[src/rtl/fpa_pkg.sv]
`timescale 1ns / 1ps
package fpa_pkg;

    localparam int WORD_W    = 32;
    localparam int FRAC_W    = 8;
    localparam int PROD_W    = 2 * WORD_W;
    localparam int NUM_W     = WORD_W + FRAC_W;
    localparam int DIV_STEPS = 4;
    localparam int DIV_STAGES = (NUM_W + DIV_STEPS - 1) / DIV_STEPS;
    localparam int DIV_NUM_W = DIV_STAGES * DIV_STEPS;
    localparam int MUL_MAG_W = PROD_W + 1 - FRAC_W;
    localparam int DIV_MAG_W = DIV_NUM_W + 1;
    localparam int MAG_W     = (MUL_MAG_W > DIV_MAG_W) ? MUL_MAG_W : DIV_MAG_W;

    typedef enum logic [3:0] {
        OP_ADD, OP_SUB, OP_MUL, OP_DIV, OP_GT, OP_LT, OP_GE, OP_LE,
        OP_EQ, OP_NE, OP_INC, OP_DEC, OP_MIN, OP_MAX, OP_FROM_INT, OP_TO_INT
    } op_t;

    typedef enum logic [1:0] {
        ST_OK   = 2'd0,
        ST_SAT  = 2'd1,
        ST_DIV0 = 2'd2
    } status_t;

    typedef struct packed {
        logic                     valid;
        op_t                      mode;
        logic                     neg;
        logic                     div_zero;
        logic                     cmp;
        logic signed [WORD_W-1:0] simple_r;
    } side_t;

    typedef struct packed {
        side_t               side;
        logic [PROD_W-1:0]   prod;
    } carry_t;

    typedef struct packed {
        logic [WORD_W-1:0]    rem;
        logic [DIV_NUM_W-1:0] num;
        logic [DIV_NUM_W-1:0] quo;
        logic [WORD_W-1:0]    divisor;
    } div_t;

    typedef struct packed {
        logic signed [WORD_W-1:0] result_word;
        logic                     compare_true;
        status_t                  status;
    } res_t;

endpackage

[src/rtl/fpa_div_stage.sv]
`timescale 1ns / 1ps
module fpa_div_stage import fpa_pkg::*; (
    input  logic   clk,
    input  logic   rst_n,
    input  logic   advance,
    input  carry_t carry_in,
    input  div_t   div_in,
    output carry_t carry_out,
    output div_t   div_out
);

    carry_t carry_reg;
    div_t   div_reg;
    div_t   div_next;

    // Restoring division, a few quotient bits per stage, numerator MSB first.
    always_comb
    begin
        logic [WORD_W:0] trial;
        div_next = div_in;
        for (int i = 0; i < DIV_STEPS; i++)
        begin
            trial        = {div_next.rem, div_next.num[DIV_NUM_W-1]};
            div_next.num = {div_next.num[DIV_NUM_W-2:0], 1'b0};
            if (trial >= {1'b0, div_next.divisor})
            begin
                div_next.rem = WORD_W'(trial - {1'b0, div_next.divisor});
                div_next.quo = {div_next.quo[DIV_NUM_W-2:0], 1'b1};
            end
            else
            begin
                div_next.rem = trial[WORD_W-1:0];
                div_next.quo = {div_next.quo[DIV_NUM_W-2:0], 1'b0};
            end
        end
    end

    always_ff @(posedge clk or negedge rst_n)
    begin
        if (!rst_n)
        begin
            carry_reg <= '0;
            div_reg   <= '0;
        end
        else if (advance)
        begin
            carry_reg <= carry_in;
            div_reg   <= div_next;
        end
    end

    assign carry_out = carry_reg;
    assign div_out   = div_reg;

endmodule

[config.mk]
export PLATFORM = sky130hd
export DESIGN_NAME = fpa_div_stage
export DESIGN_NICKNAME = d
export VERILOG_FILES = /design/src/rtl/fpa_pkg.sv /design/src/rtl/fpa_div_stage.sv
export SDC_FILE = /design/constraint.sdc
export NUM_CORES = 1
export LEC_CHECK = 0
export BUFFER_PORTS_ARGS = -buffer_cell sky130_fd_sc_hd__buf_4
export CAP_MARGIN = 5
export CORE_MARGIN = 5
export CORE_UTILIZATION = 40
export DETAILED_ROUTE_END_ITERATION = 10
export GPL_TIMING_DRIVEN = 0
export SYNTH_ARGS = -nofsm -noshare
export SYNTH_HDL_FRONTEND = slang
export SYNTH_SLANG_ARGS = --single-unit
[constraint.sdc]
create_clock -name clk -period 0.9 [get_ports clk]
set_input_delay 0.135 -clock clk [delete_from_list [all_inputs] [get_ports clk]]
set_output_delay 0.135 -clock clk [all_outputs]
set_load 0.1 [all_outputs]
==> impl_metrics.csv <==
group,metric,value,unit
status,status,"finished, violations left",
status,violations,"negative hold slack, negative setup slack",
worst_setup_path,crit_slowest_cell,"nor4_4",
grt,grt_pass1_vias,18004,
timing,finalSetupTns,-434.91,ns
timing,worst_pin_slew,0.7318,ns
worst_setup_path,worstSetupPathType,"primary input to flip-flop",
synthesis,synth.top_cell.area_share,35.60,%
synthesis,ys.warnings.count,0,
cells_and_area,ff_latch_area,6930,um^2
floorplan,row_count,75,
flow_run,max_cap_viol_count,0,
clock_tree,cts_max_level,1,
synthesis,synthArstFlopShare,100.0,%
clock_tree,root_buffer,"clkbuf_16",
placed_design,place_ws,-11.48,ns
placed_design,place_inst,2770,
worst_setup_path,crit_required,1.35,ns
floorplan,dieArea,47120,um^2
synthesis,synth_area,17150,um^2
drt,viasPerCell,5.476,
drt,drc,0,
timing,slew_viol_final,0,
drt,avgRoutedWirePerCell,24.71,um
floorplan,die_h,217.1,um
worst_hold_path,hold_class,"primary input to asynchronous set/reset pin",
worst_setup_path,cpMostUsedCell,"buf_12",
cells_and_area,area_growth_syn_to_layout,86.83,%
worst_setup_path,crit_family,"compound AO/OA/AOI/OAI gates",
synthesis,ys_ff_latch,244,
power_and_ir_drop,powerDensity,3687,nW/um^2
timing,setup_violations,332,
drt,dr.pass1.iters,5,
drt,vias,17566,
synthesis,synth-edff-count,0,
drt,ant_nets,0,
placed_design,dp_hpwl,52.65,mm
cells_and_area,utilization,75.89,%
synthesis,synth_commonest_cells,"dfrtp_1, mux2_2, a21oi_1",
timing,min_period,10.26,ns
timing,finalClockSkew,0,ns
cells_and_area,nFillCells,2599,
timing,hold_violations,244,
synthesis,synth.area.top_cells,"dfrtp_1, mux2_2, ha_1",
clock_tree,cts_tree,"built",
worst_setup_path,max_stage_delay,0.36,ns
clock_tree,ctsHoldBuffers,209,
clock_tree,clock_latency,0.57,ns
clock_tree,cts_sinks,244,
clock_tree,cts_buffers,28,
cells_and_area,stdcell_count,3208,
cells_and_area,layout-drive-gt1-share,54.68,%
floorplan,core,42230,um^2
drt,drt_iter0_drc,1075,
power_and_ir_drop,irDropWorstVdd,0.002688,V
worst_setup_path,worstPathMaxFanout,7,
timing,min_period_over_period,1140,%
floorplan,initial_core_util,40.62,%
synthesis,ys.flop_type,"dfrtp_1",
synthesis,synth_area_per_cell,9.875,um^2
synthesis,yosysMostFrequentCell,"dfrtp_1",
synthesis,synth_area_leader_cell,"dfrtp_1",
grt,antenna_found_initial,6,
worst_setup_path,cp.arrival,10.71,ns
floorplan,num_io_pins,499,
timing,layout_setup_ws,-9.358,ns
synthesis,yosysUniqueCellTypes,85,
drt,wl,79.26,mm
cells_and_area,fin_nets,3024,
power_and_ir_drop,leakagePower,13.81,nW
grt,overflow,0,
worst_setup_path,crit_buf_inv,16,
clock_tree,clk_pin_slew_worst_paths,0.06,ns
grt,grt_pass1_wl,111.4,mm
cells_and_area,multiInputGateArea,11830,um^2
placed_design,place_congestion,0.9299,
timing,max_freq,97.48,MHz
synthesis,synth-seq-area-share,35.60,%
floorplan,die_w,217.1,um
placed_design,portBuffers,489,
timing,rsz0062_at_grt,"true",
grt,grt_usage,30.27,%
synthesis,synthCells,1737,
worst_setup_path,crit_path_end_kind,"flip-flop",
timing,slew_headroom,51.21,%
clock_tree,clockBufferDepth,3,
timing,hold_ws,-0.5502,ns
worst_setup_path,cp-start-kind,"primary input",
grt,grt_max_degree,117,
[cells by family after synthesis]
group,count (synthesis),share of synthesized area [%]
compound gates,443,16.44
other cells,1,0.02186
mux,279,18.04
fa+ha+maj,132,9.804
buf+inv,156,3.873
xor+xnor,107,5.464
simple gates,375,10.76
flops,244,35.60
[stage by stage]
stage / total power, mW / area, um^2
6_report: 118.1 / 32050
4_1_cts: 110.4 / 30690
3_3_place_gp: 82.19 / 23040
2_1_floorplan: 67.93 / 18700
5_1_grt: 123.7 / 32050
3_5_place_dp: 82.76 / 23110
[cell usage in the layout (no fill, tap or decap), types with 21 or more instances in the layout]
master / instances
ha_1: 79
nand3_1: 29
dfrtp_4: 208
mux2i_1: 21
clkbuf_16: 39
mux2_4: 38
dfrtp_2: 35
inv_1: 54
xor2_1: 37
o21ai_0: 78
xnor2_1: 69
buf_6: 27
a21oi_1: 116
clkinvlp_4: 26
nand2_1: 96
mux2_2: 200
ha_4: 38
a21o_1: 51
buf_4: 394
nor2_1: 99
nand4_1: 28
nand2b_1: 31
dlygate4sd3_1: 209
buf_12: 256
clkbuf_8: 24
[state kept, by name, indices dropped and copies added, names as in the netlist]
signal / cells
div_out: 140
carry_out: 104
[timing repair]
item | in CTS | in global routing
cloned | 2 | 3
pin swaps | 86 | 76
setup endpoints to repair | 280 | 325
hold endpoints to repair | 453 | 139
resized for setup | 883 | 165
buffers inserted | 96 | 75
[final timing paths]
path	slack (ns)	cells after the start	endpoint	startpoint
max	-9.36	56	div_out[114]$_DFFE_PN0P_	div_in[25]
min	-0.55	1	div_out[22]$_DFFE_PN0P_	rst_n
max reg2reg	-0.13	2	carry_out[21]$_DFFE_PN0P_	carry_out[21]$_DFFE_PN0P_
min reg2reg	0.55	1	div_out[114]$_DFFE_PN0P_	div_out[114]$_DFFE_PN0P_
max in group asynchronous	0.45	2	carry_out[0]$_DFFE_PN0P_	rst_n
min in group clk	0.20	3	div_out[106]$_DFFE_PN0P_	advance
[cell type report]
type                            count  share of cell area, %
Antenna cell                        6                0.04685
Buffer                             71                  2.682
Clock buffer                       45                  2.667
Clock inverter                      7                 0.1952
Inverter                           81                  1.242
Multi-Input combinational cell   1340                  36.91
Sequential cell                   244                  21.63
Tap cell                          539                  2.104
Timing Repair Buffer              875                  32.53
[routing by layer]
| layer | part of all wire (%) | up-vias | track usage, % | wire length [um] |
|---|---|---|---|---|
| met4 | 6.0 | 0 | 15.99 | 4745 |
| met3 | 5.6 | 189 | 5.809 | 4472 |
| met1 | 39 | 8593 | 36.06 | 31090 |
| li1 | - | 8135 | - | - |
| met2 | 49 | 649 | 51.93 | 38960 |
| met5 | 0 | - | 0 | 0 |
[power breakdown]
group	switching [mW]	leakage, nW	total, mW	internal, mW
Clock	4.97	0.450	11.5	6.51
Sequential	2.13	2.61	15.8	13.7
Combinational	49.4	10.8	90.9	41.4
Total	56.5	13.8	118	61.6
Note: power is estimated with default switching activity, not from simulation.
