## src/rtl/fpa_pkg.sv

```systemverilog
`timescale 1ns / 1ps
package fpa_pkg;

    localparam int WORD_W    = 32;
    localparam int FRAC_W    = 8;
    localparam int PROD_W    = 2 * WORD_W;
    localparam int NUM_W     = WORD_W + FRAC_W;
    localparam int DIV_STEPS = 4;
    localparam int DIV_STAGES = (NUM_W + DIV_STEPS - 1) / DIV_STEPS;
    localparam int DIV_NUM_W = DIV_STAGES * DIV_STEPS;
    localparam int MUL_MAG_W = PROD_W + 1 - FRAC_W;
    localparam int DIV_MAG_W = DIV_NUM_W + 1;
    localparam int MAG_W     = (MUL_MAG_W > DIV_MAG_W) ? MUL_MAG_W : DIV_MAG_W;

    typedef enum logic [3:0] {
        OP_ADD, OP_SUB, OP_MUL, OP_DIV, OP_GT, OP_LT, OP_GE, OP_LE,
        OP_EQ, OP_NE, OP_INC, OP_DEC, OP_MIN, OP_MAX, OP_FROM_INT, OP_TO_INT
    } op_t;

    typedef enum logic [1:0] {
        ST_OK   = 2'd0,
        ST_SAT  = 2'd1,
        ST_DIV0 = 2'd2
    } status_t;

    typedef struct packed {
        logic                     valid;
        op_t                      mode;
        logic                     neg;
        logic                     div_zero;
        logic                     cmp;
        logic signed [WORD_W-1:0] simple_r;
    } side_t;

    typedef struct packed {
        side_t               side;
        logic [PROD_W-1:0]   prod;
    } carry_t;

    typedef struct packed {
        logic [WORD_W-1:0]    rem;
        logic [DIV_NUM_W-1:0] num;
        logic [DIV_NUM_W-1:0] quo;
        logic [WORD_W-1:0]    divisor;
    } div_t;

    typedef struct packed {
        logic signed [WORD_W-1:0] result_word;
        logic                     compare_true;
        status_t                  status;
    } res_t;

endpackage

```

## src/rtl/fpa_front.sv

```systemverilog
`timescale 1ns / 1ps
module fpa_front import fpa_pkg::*; (
    input  logic                     clk,
    input  logic                     rst_n,
    input  logic                     advance,
    input  logic                     in_valid,
    input  logic [3:0]               mode,
    input  logic signed [WORD_W-1:0] operand_a,
    input  logic signed [WORD_W-1:0] operand_b,
    output carry_t                   carry_out,
    output div_t                     div_out
);

    side_t             side1_reg;
    side_t             side1_next;
    logic [WORD_W-1:0] mag_a_reg;
    logic [WORD_W-1:0] mag_a_next;
    logic [WORD_W-1:0] mag_b_reg;
    logic [WORD_W-1:0] mag_b_next;
    carry_t            carry_reg;
    carry_t            carry_next;
    div_t              div_reg;
    div_t              div_next;
    logic              lt;
    logic              gt;
    op_t               op;

    assign op = op_t'(mode);
    assign lt = operand_a < operand_b;
    assign gt = operand_b < operand_a;

    always_comb
    begin
        side1_next          = '0;
        side1_next.valid    = in_valid;
        side1_next.mode     = op;
        side1_next.neg      = operand_a[WORD_W-1] ^ operand_b[WORD_W-1];
        side1_next.div_zero = (operand_b == '0);
        case (op)
            OP_ADD:      side1_next.simple_r = operand_a + operand_b;
            OP_SUB:      side1_next.simple_r = operand_a - operand_b;
            OP_GT:       side1_next.cmp = gt;
            OP_LT:       side1_next.cmp = lt;
            OP_GE:       side1_next.cmp = !lt;
            OP_LE:       side1_next.cmp = !gt;
            OP_EQ:       side1_next.cmp = (operand_a == operand_b);
            OP_NE:       side1_next.cmp = (operand_a != operand_b);
            OP_INC:      side1_next.simple_r = operand_a + WORD_W'(1);
            OP_DEC:      side1_next.simple_r = operand_a - WORD_W'(1);
            OP_MIN:      side1_next.simple_r = lt ? operand_a : operand_b;
            OP_MAX:      side1_next.simple_r = gt ? operand_a : operand_b;
            OP_FROM_INT: side1_next.simple_r = operand_a <<< FRAC_W;
            OP_TO_INT:   side1_next.simple_r = operand_a >>> FRAC_W;
            default:     side1_next.simple_r = '0;
        endcase
        mag_a_next = operand_a[WORD_W-1] ? WORD_W'(-operand_a) : WORD_W'(operand_a);
        mag_b_next = operand_b[WORD_W-1] ? WORD_W'(-operand_b) : WORD_W'(operand_b);
    end

    // Second stage: the multiplier and the divider's starting point.
    always_comb
    begin
        carry_next.side    = side1_reg;
        carry_next.prod    = mag_a_reg * mag_b_reg;
        div_next.rem       = '0;
        div_next.num       = DIV_NUM_W'({mag_a_reg, {FRAC_W{1'b0}}});
        div_next.quo       = '0;
        div_next.divisor   = mag_b_reg;
    end

    always_ff @(posedge clk or negedge rst_n)
    begin
        if (!rst_n)
        begin
            side1_reg <= '0;
            mag_a_reg <= '0;
            mag_b_reg <= '0;
            carry_reg <= '0;
            div_reg   <= '0;
        end
        else if (advance)
        begin
            side1_reg <= side1_next;
            mag_a_reg <= mag_a_next;
            mag_b_reg <= mag_b_next;
            carry_reg <= carry_next;
            div_reg   <= div_next;
        end
    end

    assign carry_out = carry_reg;
    assign div_out   = div_reg;

endmodule

```

## config.mk

```make
export PLATFORM = sky130hd
export DESIGN_NAME = fpa_front
export DESIGN_NICKNAME = d
export VERILOG_FILES = /design/src/rtl/fpa_pkg.sv /design/src/rtl/fpa_front.sv
export SDC_FILE = /design/constraint.sdc
export NUM_CORES = 2
export LEC_CHECK = 0
export BUFFER_PORTS_ARGS = -buffer_cell sky130_fd_sc_hd__buf_2
export CELL_PAD_IN_SITES_DETAIL_PLACEMENT = 1
export CELL_PAD_IN_SITES_GLOBAL_PLACEMENT = 2
export CORE_MARGIN = 5
export CORE_UTILIZATION = 37
export DETAILED_ROUTE_END_ITERATION = 16
export PLACE_DENSITY = 0.89
export SKIP_LAST_GASP = 1
export SLEW_MARGIN = 0
export SYNTH_ARGS = -nofsm -noshare
export SYNTH_HDL_FRONTEND = slang
export SYNTH_SLANG_ARGS = --single-unit
```

## constraint.sdc

```tcl
create_clock -name clk -period 7.75 [get_ports clk]
set_input_delay 0.3875 -clock clk [delete_from_list [all_inputs] [get_ports clk]]
set_output_delay 0.3875 -clock clk [all_outputs]
set_load 0.01 [all_outputs]
```

==> flow_summary.ini <==
[worst_setup_path]
crit_top_cell = fa_1
startpoint = mag_a_reg[13]
rr_worst_depth = 29
arrival_ps = 8480
regToRegSetupSlack_ps = -230
path_class = reg -> reg
r2r-end = carry_out[59]
cp_slowest_stage_delay_ps = 550
worstPathRequired_ps = 8250
worst_setup_path_start_kind = flip-flop
r2r_start = mag_a_reg[13]
endpoint = carry_out[59]
crit_slowest_cell = fa_1
cp-end-kind = flip-flop
critPathMaxFanout = 5

[detailed_routing]
vias = 41000
first_pass_iters = 6
wl_um = 184000
drc = 0
drtIter0Drc = 2859
avgViaCountPerCell = 5.36
wl_per_cell_um = 24.0
ant_nets = 0

[clocking]
cts_made_buffers = 39
cts_sinks = 272
tritoncts = done
path_clk_slew_ps = 60
clk_path_buf_depth = 3
htreeDepth = 2
cts_root_buf = clkbuf_16
clk_latency_ps = 640

[global_routing]
grt_usage_pct = 25.6
grt_max_degree = 128
grt_pass1_wl_um = 282000
grt-ovfl-total = 0
antenna_found_initial = 15
grt_pass1_vias = 46100

[min_path]
hp-class = in -> reg
hp-start = operand_b[17]
hold_depth = 3

[timing]
tns_ps = -1360
slew_violations = 0
period_needed_ps = 7980
finalSetupViolCount = 12
slew-limit-headroom_pct = 18.5
max_slew.worst_pin.slew_ps = 1220
rsz0062_at_grt = true
skew_ps = 31.9
max_freq_mhz = 125
hold_violations = 0
min_period_over_period_pct = 103
setup_slack_ps = -231

[outcome]
violations = setup timing
status = complete, but fails checks

[finish]
fin_nets = 7133
layout-area-overhead-vs-synth_pct = 16.0
largest_reg_flops = 104
drive_gt1_share_pct = 18.3

[place]
dpl.hpwl_um = 150000
port_buffers = 239
place.gp.congestion = 0.914

[logic_synthesis]
yosysTopAreaCellShare_pct = 35.8
avgSynthCellArea_um2 = 9.25
yosysTopAreaCell = fa_1
synth_cell_types = 87
synth_area_leaders = fa_1 36%, dfrtp_1 14%, ha_1 8.2%, and2_1 7.5%, inv_1 7.0%
synth_ff_type = dfrtp_1
async_flop_share_pct = 100
syn_inst = 5433
yosysSeqAreaShare_pct = 13.6
synth_warnings = 0
syn-cell-area_um2 = 50200
synth-seq-cells = 272
synth_edf_count = 0

[floorplan]
pin_count = 320
fp.coreArea_um2 = 135000
fp.dieW_um = 378
dieArea_um2 = 143000
start_util_pct = 37.2
die_y_um = 378
rows = 135

[run]
drv_cap = 0
==> layout make-up <==
| type | instances | area (um^2) |
|---|---|---|
| Sequential cell | 272 | 6830 |
| Multi-Input combinational cell | 3906 | 39100 |
| Clock inverter | 22 | 288 |
| Antenna cell | 4 | 10.0 |
| Timing Repair Buffer | 679 | 5200 |
| Tap cell | 1781 | 2230 |
| Inverter | 936 | 3510 |
| Clock buffer | 49 | 1070 |
| Fill cell | 15500 | 76900 |
==> per-stage QoR <==
| step | util (%) | setup slack (ps) | hold slack (ps) | cell area (um^2) | instances |
|---|---|---|---|---|---|
| floorplan | - | 367 | 91.9 | 50500 | 5512 |
| global placement | 41.2 | -480 | 460 | 55700 | 7537 |
| detailed placement | 41.2 | -703 | 462 | 55700 | 7537 |
| CTS | 42.7 | -161 | 31.7 | 57700 | 7635 |
| global route | 43.1 | -395 | 63.0 | 58300 | 7646 |
| finish | 43.1 | -231 | 79.5 | 58300 | 7649 |
==> worst min path at each step <==
stage / to
after floorplan: carry_next[100]
after global placement: div_out[25]
after detailed placement: div_out[107]
after CTS: carry_next[81]
after global routing: carry_next[81]
final: carry_next[81]
==> cells in the mapped netlist (42+ instances only) <==
master    instances
nand3_1          42
o21ai_0         107
xor2_1           60
ha_1            329
and2_1          606
inv_1           933
nand2_1         562
xnor2_1         127
clkbuf_1        298
nor2_1          156
buf_4            80
dfrtp_1         272
a21o_1           64
fa_1            898
mux2_2          166
a21oi_1         240
==> layout by cell type, fill, tap and decap left out, types with 124 or more instances in the layout <==
cell type / n
a21oi_1: 232
and2_1: 597
buf_2: 237
buf_4: 365
dfrtp_1: 254
fa_1: 881
ha_1: 317
inv_1: 925
mux2_2: 162
nand2_1: 560
nor2_1: 149
xnor2_1: 124
==> what timing repair did <==
item	in CTS	in global routing
resized for setup	95	101
cloned	1	0
hold buffers	2	0
hold endpoints to repair	83	0
pin swaps	58	78
endpoints found under the setup margin	25	25
setup buffers	26	18
==> critical path, delay by kind of cell, from the launching register on <==
| kind | cells | cell delay [ps] |
|---|---|---|
| fa+ha+maj | 9 | 4360 |
| buf+inv | 9 | 960 |
| simple gates | 7 | 1020 |
| flops | 1 | 420 |
| compound gates | 4 | 1050 |
==> cell families after synthesis <==
logic type	Yosys count	synth area share, %
muxes	172	3.84
DFF	272	13.6
other	1	0.00747
and+or+nand+nor	1556	16.0
xor gates and xnor gates	187	3.26
buffers and inverters	1334	10.6
AOI/OAI and AO/OA	684	8.79
adders and majority gates	1227	44.0
==> metal layers <==
layer,track usage (%),wire (um)
met5,0,94
met4,6.54,5490
met3,5.67,14500
met2,42.7,86700
met1,33.9,77100
Power is not shown: default switching activity piles up to over one toggle a cycle in this logic, so the estimate is an artifact.
