==> src/rtl/fpa_pkg.sv <==
`timescale 1ns / 1ps
package fpa_pkg;

    localparam int WORD_W    = 32;
    localparam int FRAC_W    = 8;
    localparam int PROD_W    = 2 * WORD_W;
    localparam int NUM_W     = WORD_W + FRAC_W;
    localparam int DIV_STEPS = 4;
    localparam int DIV_STAGES = (NUM_W + DIV_STEPS - 1) / DIV_STEPS;
    localparam int DIV_NUM_W = DIV_STAGES * DIV_STEPS;
    localparam int MUL_MAG_W = PROD_W + 1 - FRAC_W;
    localparam int DIV_MAG_W = DIV_NUM_W + 1;
    localparam int MAG_W     = (MUL_MAG_W > DIV_MAG_W) ? MUL_MAG_W : DIV_MAG_W;

    typedef enum logic [3:0] {
        OP_ADD, OP_SUB, OP_MUL, OP_DIV, OP_GT, OP_LT, OP_GE, OP_LE,
        OP_EQ, OP_NE, OP_INC, OP_DEC, OP_MIN, OP_MAX, OP_FROM_INT, OP_TO_INT
    } op_t;

    typedef enum logic [1:0] {
        ST_OK   = 2'd0,
        ST_SAT  = 2'd1,
        ST_DIV0 = 2'd2
    } status_t;

    typedef struct packed {
        logic                     valid;
        op_t                      mode;
        logic                     neg;
        logic                     div_zero;
        logic                     cmp;
        logic signed [WORD_W-1:0] simple_r;
    } side_t;

    typedef struct packed {
        side_t               side;
        logic [PROD_W-1:0]   prod;
    } carry_t;

    typedef struct packed {
        logic [WORD_W-1:0]    rem;
        logic [DIV_NUM_W-1:0] num;
        logic [DIV_NUM_W-1:0] quo;
        logic [WORD_W-1:0]    divisor;
    } div_t;

    typedef struct packed {
        logic signed [WORD_W-1:0] result_word;
        logic                     compare_true;
        status_t                  status;
    } res_t;

endpackage

==> src/rtl/fpa_finish.sv <==
`timescale 1ns / 1ps
module fpa_finish import fpa_pkg::*; (
    input  logic   clk,
    input  logic   rst_n,
    input  logic   advance,
    input  carry_t carry_in,
    input  div_t   div_in,
    output logic   out_valid,
    output res_t   res_out
);

    localparam logic [MAG_W-1:0]  MAG_MAX  = (MAG_W'(1) << (WORD_W - 1)) - MAG_W'(1);
    localparam logic [MAG_W-1:0]  MAG_MIN  = MAG_W'(1) << (WORD_W - 1);
    localparam logic [PROD_W:0]   HALF     = (PROD_W + 1)'(1) << (FRAC_W - 1);

    side_t             side_reg;
    logic [MAG_W-1:0]  mag_reg;
    logic [MAG_W-1:0]  mag_next;
    logic [PROD_W:0]   mul_sum;
    logic [DIV_MAG_W-1:0] div_mag;
    logic              div_up;
    logic              valid_reg;
    res_t              res_reg;
    res_t              res_next;
    logic              sat;
    logic [WORD_W-1:0] word;

    // Rounding, half away from zero on the magnitude.
    assign mul_sum = {1'b0, carry_in.prod} + HALF;
    assign div_up  = {div_in.rem, 1'b0} >= {1'b0, div_in.divisor};
    assign div_mag = {1'b0, div_in.quo} + DIV_MAG_W'(div_up);

    always_comb
    begin
        if (carry_in.side.mode == OP_MUL)
            mag_next = MAG_W'(mul_sum[PROD_W:FRAC_W]);
        else
            mag_next = MAG_W'(div_mag);
    end

    assign sat  = mag_reg > (side_reg.neg ? MAG_MIN : MAG_MAX);

    always_comb
    begin
        if (sat)
            word = side_reg.neg ? WORD_W'(MAG_MIN) : WORD_W'(MAG_MAX);
        else if (side_reg.neg)
            word = WORD_W'(-mag_reg[WORD_W-1:0]);
        else
            word = mag_reg[WORD_W-1:0];
    end

    always_comb
    begin
        res_next.result_word  = side_reg.simple_r;
        res_next.compare_true = side_reg.cmp;
        res_next.status       = ST_OK;
        if (side_reg.mode == OP_MUL)
        begin
            res_next.result_word = word;
            res_next.status      = sat ? ST_SAT : ST_OK;
        end
        else if (side_reg.mode == OP_DIV)
        begin
            if (side_reg.div_zero)
            begin
                res_next.result_word = '0;
                res_next.status      = ST_DIV0;
            end
            else
            begin
                res_next.result_word = word;
                res_next.status      = sat ? ST_SAT : ST_OK;
            end
        end
    end

    always_ff @(posedge clk or negedge rst_n)
    begin
        if (!rst_n)
        begin
            side_reg  <= '0;
            mag_reg   <= '0;
            valid_reg <= 1'b0;
            res_reg   <= '0;
        end
        else if (advance)
        begin
            side_reg  <= carry_in.side;
            mag_reg   <= mag_next;
            valid_reg <= side_reg.valid;
            res_reg   <= res_next;
        end
    end

    assign out_valid = valid_reg;
    assign res_out   = res_reg;

endmodule

==> config.mk <==
export PLATFORM = sky130hd
export DESIGN_NAME = fpa_finish
export DESIGN_NICKNAME = d
export VERILOG_FILES = /design/src/rtl/fpa_pkg.sv /design/src/rtl/fpa_finish.sv
export SDC_FILE = /design/constraint.sdc
export NUM_CORES = 1
export LEC_CHECK = 0
export BUFFER_PORTS_ARGS = -buffer_cell sky130_fd_sc_hd__buf_4
export CAP_MARGIN = 25
export CORE_AREA = 2 2 145 147
export CTS_BUF_LIST = sky130_fd_sc_hd__clkbuf_8
export DETAILED_ROUTE_END_ITERATION = 8
export DIE_AREA = 0 0 147 149
export PLACE_DENSITY = 0.77
export SYNTH_ARGS = -nofsm -noshare
export SYNTH_HDL_FRONTEND = slang
export SYNTH_SLANG_ARGS = --single-unit
==> constraint.sdc <==
create_clock -name clk -period 3.4 [get_ports clk]
set_input_delay 0.68 -clock clk [delete_from_list [all_inputs] [get_ports clk]]
set_output_delay 0.68 -clock clk [all_outputs]
set_load 0.02 [all_outputs]
==> results.md <==
- Antenna-violating nets left: 0
- Share of synthesized area occupied by flip-flops and latches: 0.3382
- Pwr Density: 372.4 nW/µm²
- Clock tree buffer depth: 2
- Share of synthesized registers carrying an async set or reset: 1.000
- Standard-cell rows: 53
- Register share of total power: 0.407
- Flip-flop count of the largest register, all copies and words added: 57
- Effective utilization at floorplan: 0.4788
- Post-layout min period: 3.341 ns
- Critical Path Start Type: primary input
- Number of antenna violations at the first check in global routing: 0
- Clk pwr share: 0.318
- Count of routing violations after the opening detailed-route iteration: 729
- Clock tree from TritonCTS: built
- Worst path required time: 3.76 ns
- Number of search-and-repair iterations in the first detailed-routing pass: 5
- Number of flops mapped to enable cells by yosys: 0
- Largest area contributor in the netlist: sky130_fd_sc_hd__dfrtp_1
- Unrepaired setup endpoints after global routing: true
- Root buffer selected by CTS: sky130_fd_sc_hd__clkbuf_8
- Crit. End Element: flop
- Hold violation count in the final report: 0
- Share of the cycle needed by the critical path after routing: 0.9827
- Floorplan die height: 149 µm
- Maximum frequency from static timing analysis: 299.3 MHz
- Total nets after synthesis: 1424
- Mean Syn Cell Area: 8.899 µm²
- Slew at the pin with the worst max-slew slack: 0.6604 ns
- Count of buffers inserted at the top-level ports: 239
- Post-synthesis sequential element count: 133
- Category of the most critical setup path: in -> reg
- Final wirelength: 28130 µm
- Startpoint of the worst-slack reg-to-reg timing path: side_reg[34]$_DFFE_PN0P_
- Worst Path Max Fanout: 4
- Max H-tree Level: 4
- Critical path arrival: 3.70 ns
- Layout Skew: 0.01823 ns
- Area of the mapped netlist: 9842 µm²
- Total vias in the final route: 9137
- Core area: 20560 µm²
- Final #Nets: 1667
- Half-perimeter wire length of the detailed placement result: 22290 µm
- Routability Congestion: 0.9648
- Smallest setup slack after layout: 0.05898 ns
- Number of top-level pins: 287
- Placement-stage worst setup slack: -0.7317 ns
- Fraction of power consumed by combinational cells: 0.276
- Sinks on Clock Net: 133
- Leakage Power: 5.667 nW
- Synth-to-layout area growth: 27.98%
- Avg Vias per Cell: 5.582
- Synthesized instance count: 1106
- Fraction of layout instances using a drive strength above 1: 0.2966
- Reg-to-reg endpoint: res_out[13]$_DFFE_PN0P_
- Warnings, synthesis: 0
- Detailed-route wire length per cell: 17.18 µm
- Total CTS buffers: 17
- Die X: 147 µm
- Switching share of power: 0.3178
- Number of global-route vias before repair: 8972
- Reg-to-reg setup timing slack: 0.25 ns
- Placed Instances: 1604
- Share of the core filled with cells: 0.6127
- Capture point of the worst path: mag_reg[38]$_DFFE_PN0P_
- Cell internal power dissipation: 0.003200 W
- Drc violations: 0
- Final antenna diode count: 0
- Yosys top cell area share: 0.3382
- Max-slew violation total from the final report: 0
- Non-filler instance count after layout: 1637
- Normalized max-slew margin: 0.5557
- Peak supply drop: 0.0002261 V
- Switching power total: 0.001491 W
- Post-Route Setup TNS: 0 ns
- Leading post-synthesis cells by cell area: sky130_fd_sc_hd__dfrtp_1, sky130_fd_sc_hd__ha_1, sky130_fd_sc_hd__xor2_1
- Clock slew at reported path FFs: 0.09 ns
- Result of the run: finished, final reports clean
- Post-synthesis cell type count: 58
- Worst min-delay path category: in -> async
- Clock network latency to the later pin of the worst-skew pair: 0.47 ns
- Count of maximum capacitance violations: 0
- Total global routing overflow: 0
- Total global routing track utilization: 0.2607
- Register-to-Register Path Depth: 8
- Fill cells: 1846
- Start point of the critical path: div_in[1]
- Total Die Area: 21900 µm²
- Most used DFF post-synth: sky130_fd_sc_hd__dfrtp_1
- Pin count of the biggest net entering global routing: 66
- Wire length of the first global-routing pass: 45270 µm
- Final setup vio count: 0
==> cells in the mapped netlist, types with 5 or more instances <==
cell,n
sky130_fd_sc_hd__a21oi_1,52
sky130_fd_sc_hd__nand4_1,39
sky130_fd_sc_hd__o211ai_2,30
sky130_fd_sc_hd__nor4_1,13
sky130_fd_sc_hd__nand2_1,119
sky130_fd_sc_hd__o41ai_1,5
sky130_fd_sc_hd__a31oi_1,5
sky130_fd_sc_hd__xor2_1,60
sky130_fd_sc_hd__and3_1,18
sky130_fd_sc_hd__nand3_1,46
sky130_fd_sc_hd__and2_1,9
sky130_fd_sc_hd__o21ai_1,15
sky130_fd_sc_hd__o31ai_1,5
sky130_fd_sc_hd__buf_6,5
sky130_fd_sc_hd__mux2_2,46
sky130_fd_sc_hd__a21o_1,11
sky130_fd_sc_hd__mux2i_1,9
sky130_fd_sc_hd__dfrtp_1,133
sky130_fd_sc_hd__nand2b_1,16
sky130_fd_sc_hd__o211ai_1,13
sky130_fd_sc_hd__xnor2_1,48
sky130_fd_sc_hd__o221ai_1,18
sky130_fd_sc_hd__nor3_1,21
sky130_fd_sc_hd__and4_1,14
sky130_fd_sc_hd__o21ai_0,40
sky130_fd_sc_hd__nor2_1,67
sky130_fd_sc_hd__inv_1,74
sky130_fd_sc_hd__clkbuf_1,39
sky130_fd_sc_hd__o22ai_1,22
sky130_fd_sc_hd__ha_1,67
==> layer usage <==
metal / routed length (µm) / track usage
met3: 2094 / 0.05994
met4: 562 / 0.07981
met5: 0 / 0
met1: 12200 / 0.3433
met2: 13270 / 0.4308
==> worst min-delay path by stage <==
stage / end / slack, ns / start
after floorplan: mag_reg[0]$_DFFE_PN0P_ / 0.38 / rst_n
after global placement: mag_reg[37]$_DFFE_PN0P_ / 0.48 / mag_reg[37]$_DFFE_PN0P_
after detailed placement: mag_reg[35]$_DFFE_PN0P_ / 0.48 / mag_reg[35]$_DFFE_PN0P_
after CTS: res_out[25]$_DFFE_PN0P_ / 0.16 / rst_n
after global routing: res_out[25]$_DFFE_PN0P_ / 0.18 / rst_n
final: res_out[2]$_DFFE_PN0P_ / 0.17 / rst_n
==> logic make-up after synthesis <==
kind of cell	count (synthesis)	synth area share
compound gates	233	0.1686
xor+xnor	108	0.09611
fa+ha+maj	67	0.08518
buf+inv	124	0.05123
flops	133	0.3382
mux	56	0.06293
simple gates	385	0.1978
==> cells in the final DEF, fill, tap and decap left out, types with 4 or more instances in the layout <==
| cell type | Yosys | final |
|---|---|---|
| sky130_fd_sc_hd__or3_1 | 4 | 4 |
| sky130_fd_sc_hd__and2_1 | 9 | 8 |
| sky130_fd_sc_hd__a31oi_1 | 5 | 4 |
| sky130_fd_sc_hd__mux2_2 | 46 | 46 |
| sky130_fd_sc_hd__nand2b_1 | 16 | 16 |
| sky130_fd_sc_hd__xor2_1 | 60 | 60 |
| sky130_fd_sc_hd__nor2_1 | 67 | 67 |
| sky130_fd_sc_hd__clkbuf_8 | 0 | 19 |
| sky130_fd_sc_hd__nand2_1 | 119 | 118 |
| sky130_fd_sc_hd__and4_1 | 14 | 13 |
| sky130_fd_sc_hd__a21o_1 | 11 | 11 |
| sky130_fd_sc_hd__o41ai_1 | 5 | 4 |
| sky130_fd_sc_hd__o211ai_1 | 13 | 13 |
| sky130_fd_sc_hd__xnor2_1 | 48 | 47 |
| sky130_fd_sc_hd__o22ai_1 | 22 | 22 |
| sky130_fd_sc_hd__o21ai_1 | 15 | 17 |
| sky130_fd_sc_hd__nand4_1 | 39 | 39 |
| sky130_fd_sc_hd__nor3_1 | 21 | 20 |
| sky130_fd_sc_hd__nand3_1 | 46 | 45 |
| sky130_fd_sc_hd__and3_1 | 18 | 17 |
| sky130_fd_sc_hd__dfrtp_1 | 133 | 132 |
| sky130_fd_sc_hd__nor4_1 | 13 | 12 |
| sky130_fd_sc_hd__o211ai_2 | 30 | 30 |
| sky130_fd_sc_hd__mux2i_1 | 9 | 9 |
| sky130_fd_sc_hd__bufinv_16 | 0 | 4 |
| sky130_fd_sc_hd__o31ai_1 | 5 | 5 |
| sky130_fd_sc_hd__a21oi_1 | 52 | 52 |
| sky130_fd_sc_hd__o221ai_1 | 18 | 18 |
| sky130_fd_sc_hd__o21ai_0 | 40 | 38 |
| sky130_fd_sc_hd__o21a_1 | 4 | 4 |
| sky130_fd_sc_hd__inv_1 | 74 | 74 |
| sky130_fd_sc_hd__ha_1 | 67 | 65 |
| sky130_fd_sc_hd__buf_4 | 0 | 267 |
==> repair_timing <==
action,in CTS,in global routing
hold buffers,0,0
resized for setup,1,12
buffers inserted,0,1
pin swaps,2,3
cloned,0,0
endpoints found under the setup margin,16,46
==> critical path, cell delays in order <==
cell and delay, ns:
sky130_fd_sc_hd__buf_8 0.08, sky130_fd_sc_hd__inv_8 0.03, sky130_fd_sc_hd__ha_4 0.24, sky130_fd_sc_hd__nor2b_4 0.11, sky130_fd_sc_hd__o211ai_1 0.10, sky130_fd_sc_hd__a21boi_1 0.14, sky130_fd_sc_hd__o211ai_1 0.11, sky130_fd_sc_hd__a21o_1 0.16
sky130_fd_sc_hd__a311o_1 0.31, sky130_fd_sc_hd__a31oi_4 0.17, sky130_fd_sc_hd__ha_2 0.22, sky130_fd_sc_hd__nand2_2 0.08, sky130_fd_sc_hd__nor4_4 0.23, sky130_fd_sc_hd__and4_1 0.27, sky130_fd_sc_hd__and4_4 0.25, sky130_fd_sc_hd__nand3_2 0.07
sky130_fd_sc_hd__xnor2_1 0.12, sky130_fd_sc_hd__a311o_1 0.31
==> per-stage QoR <==
step | total power (W) | cell area [µm²] | hold WS (ns)
5_1_grt | 0.004940 | 12600 | 0.1809
4_1_cts | 0.004705 | 12530 | 0.1598
3_3_place_gp | 0.003173 | 12090 | 0.4802
6_report | 0.004690 | 12600 | 0.1662
2_1_floorplan | 0.002617 | 9897 | 0.3844
3_5_place_dp | 0.003216 | 12090 | 0.4850
==> power groups by stage <==
stage / Sequential [W] / Clock (W) / Combinational, W
floorplan: 0.00196 / 0 / 0.000652
global placement: 0.00193 / 0 / 0.00125
detailed placement: 0.00194 / 0 / 0.00128
CTS: 0.00191 / 0.00151 / 0.00129
global route: 0.00193 / 0.00158 / 0.00143
finish: 0.00191 / 0.00149 / 0.00129
==> cell type report <==
| type | count | area, µm² | share of cell area |
|---|---|---|---|
| inverters | 76 | 292.8 | 0.02324 |
| clock inverters | 13 | 180.2 | 0.01430 |
| clock buffers | 19 | 261.5 | 0.02076 |
| flip-flops and latches | 133 | 3329 | 0.2643 |
| repair buffers | 272 | 2082 | 0.1653 |
| multi-input cells | 849 | 6106 | 0.4848 |
| well taps | 275 | 344.1 | 0.02732 |
Note: power is estimated with default switching activity, not from simulation.
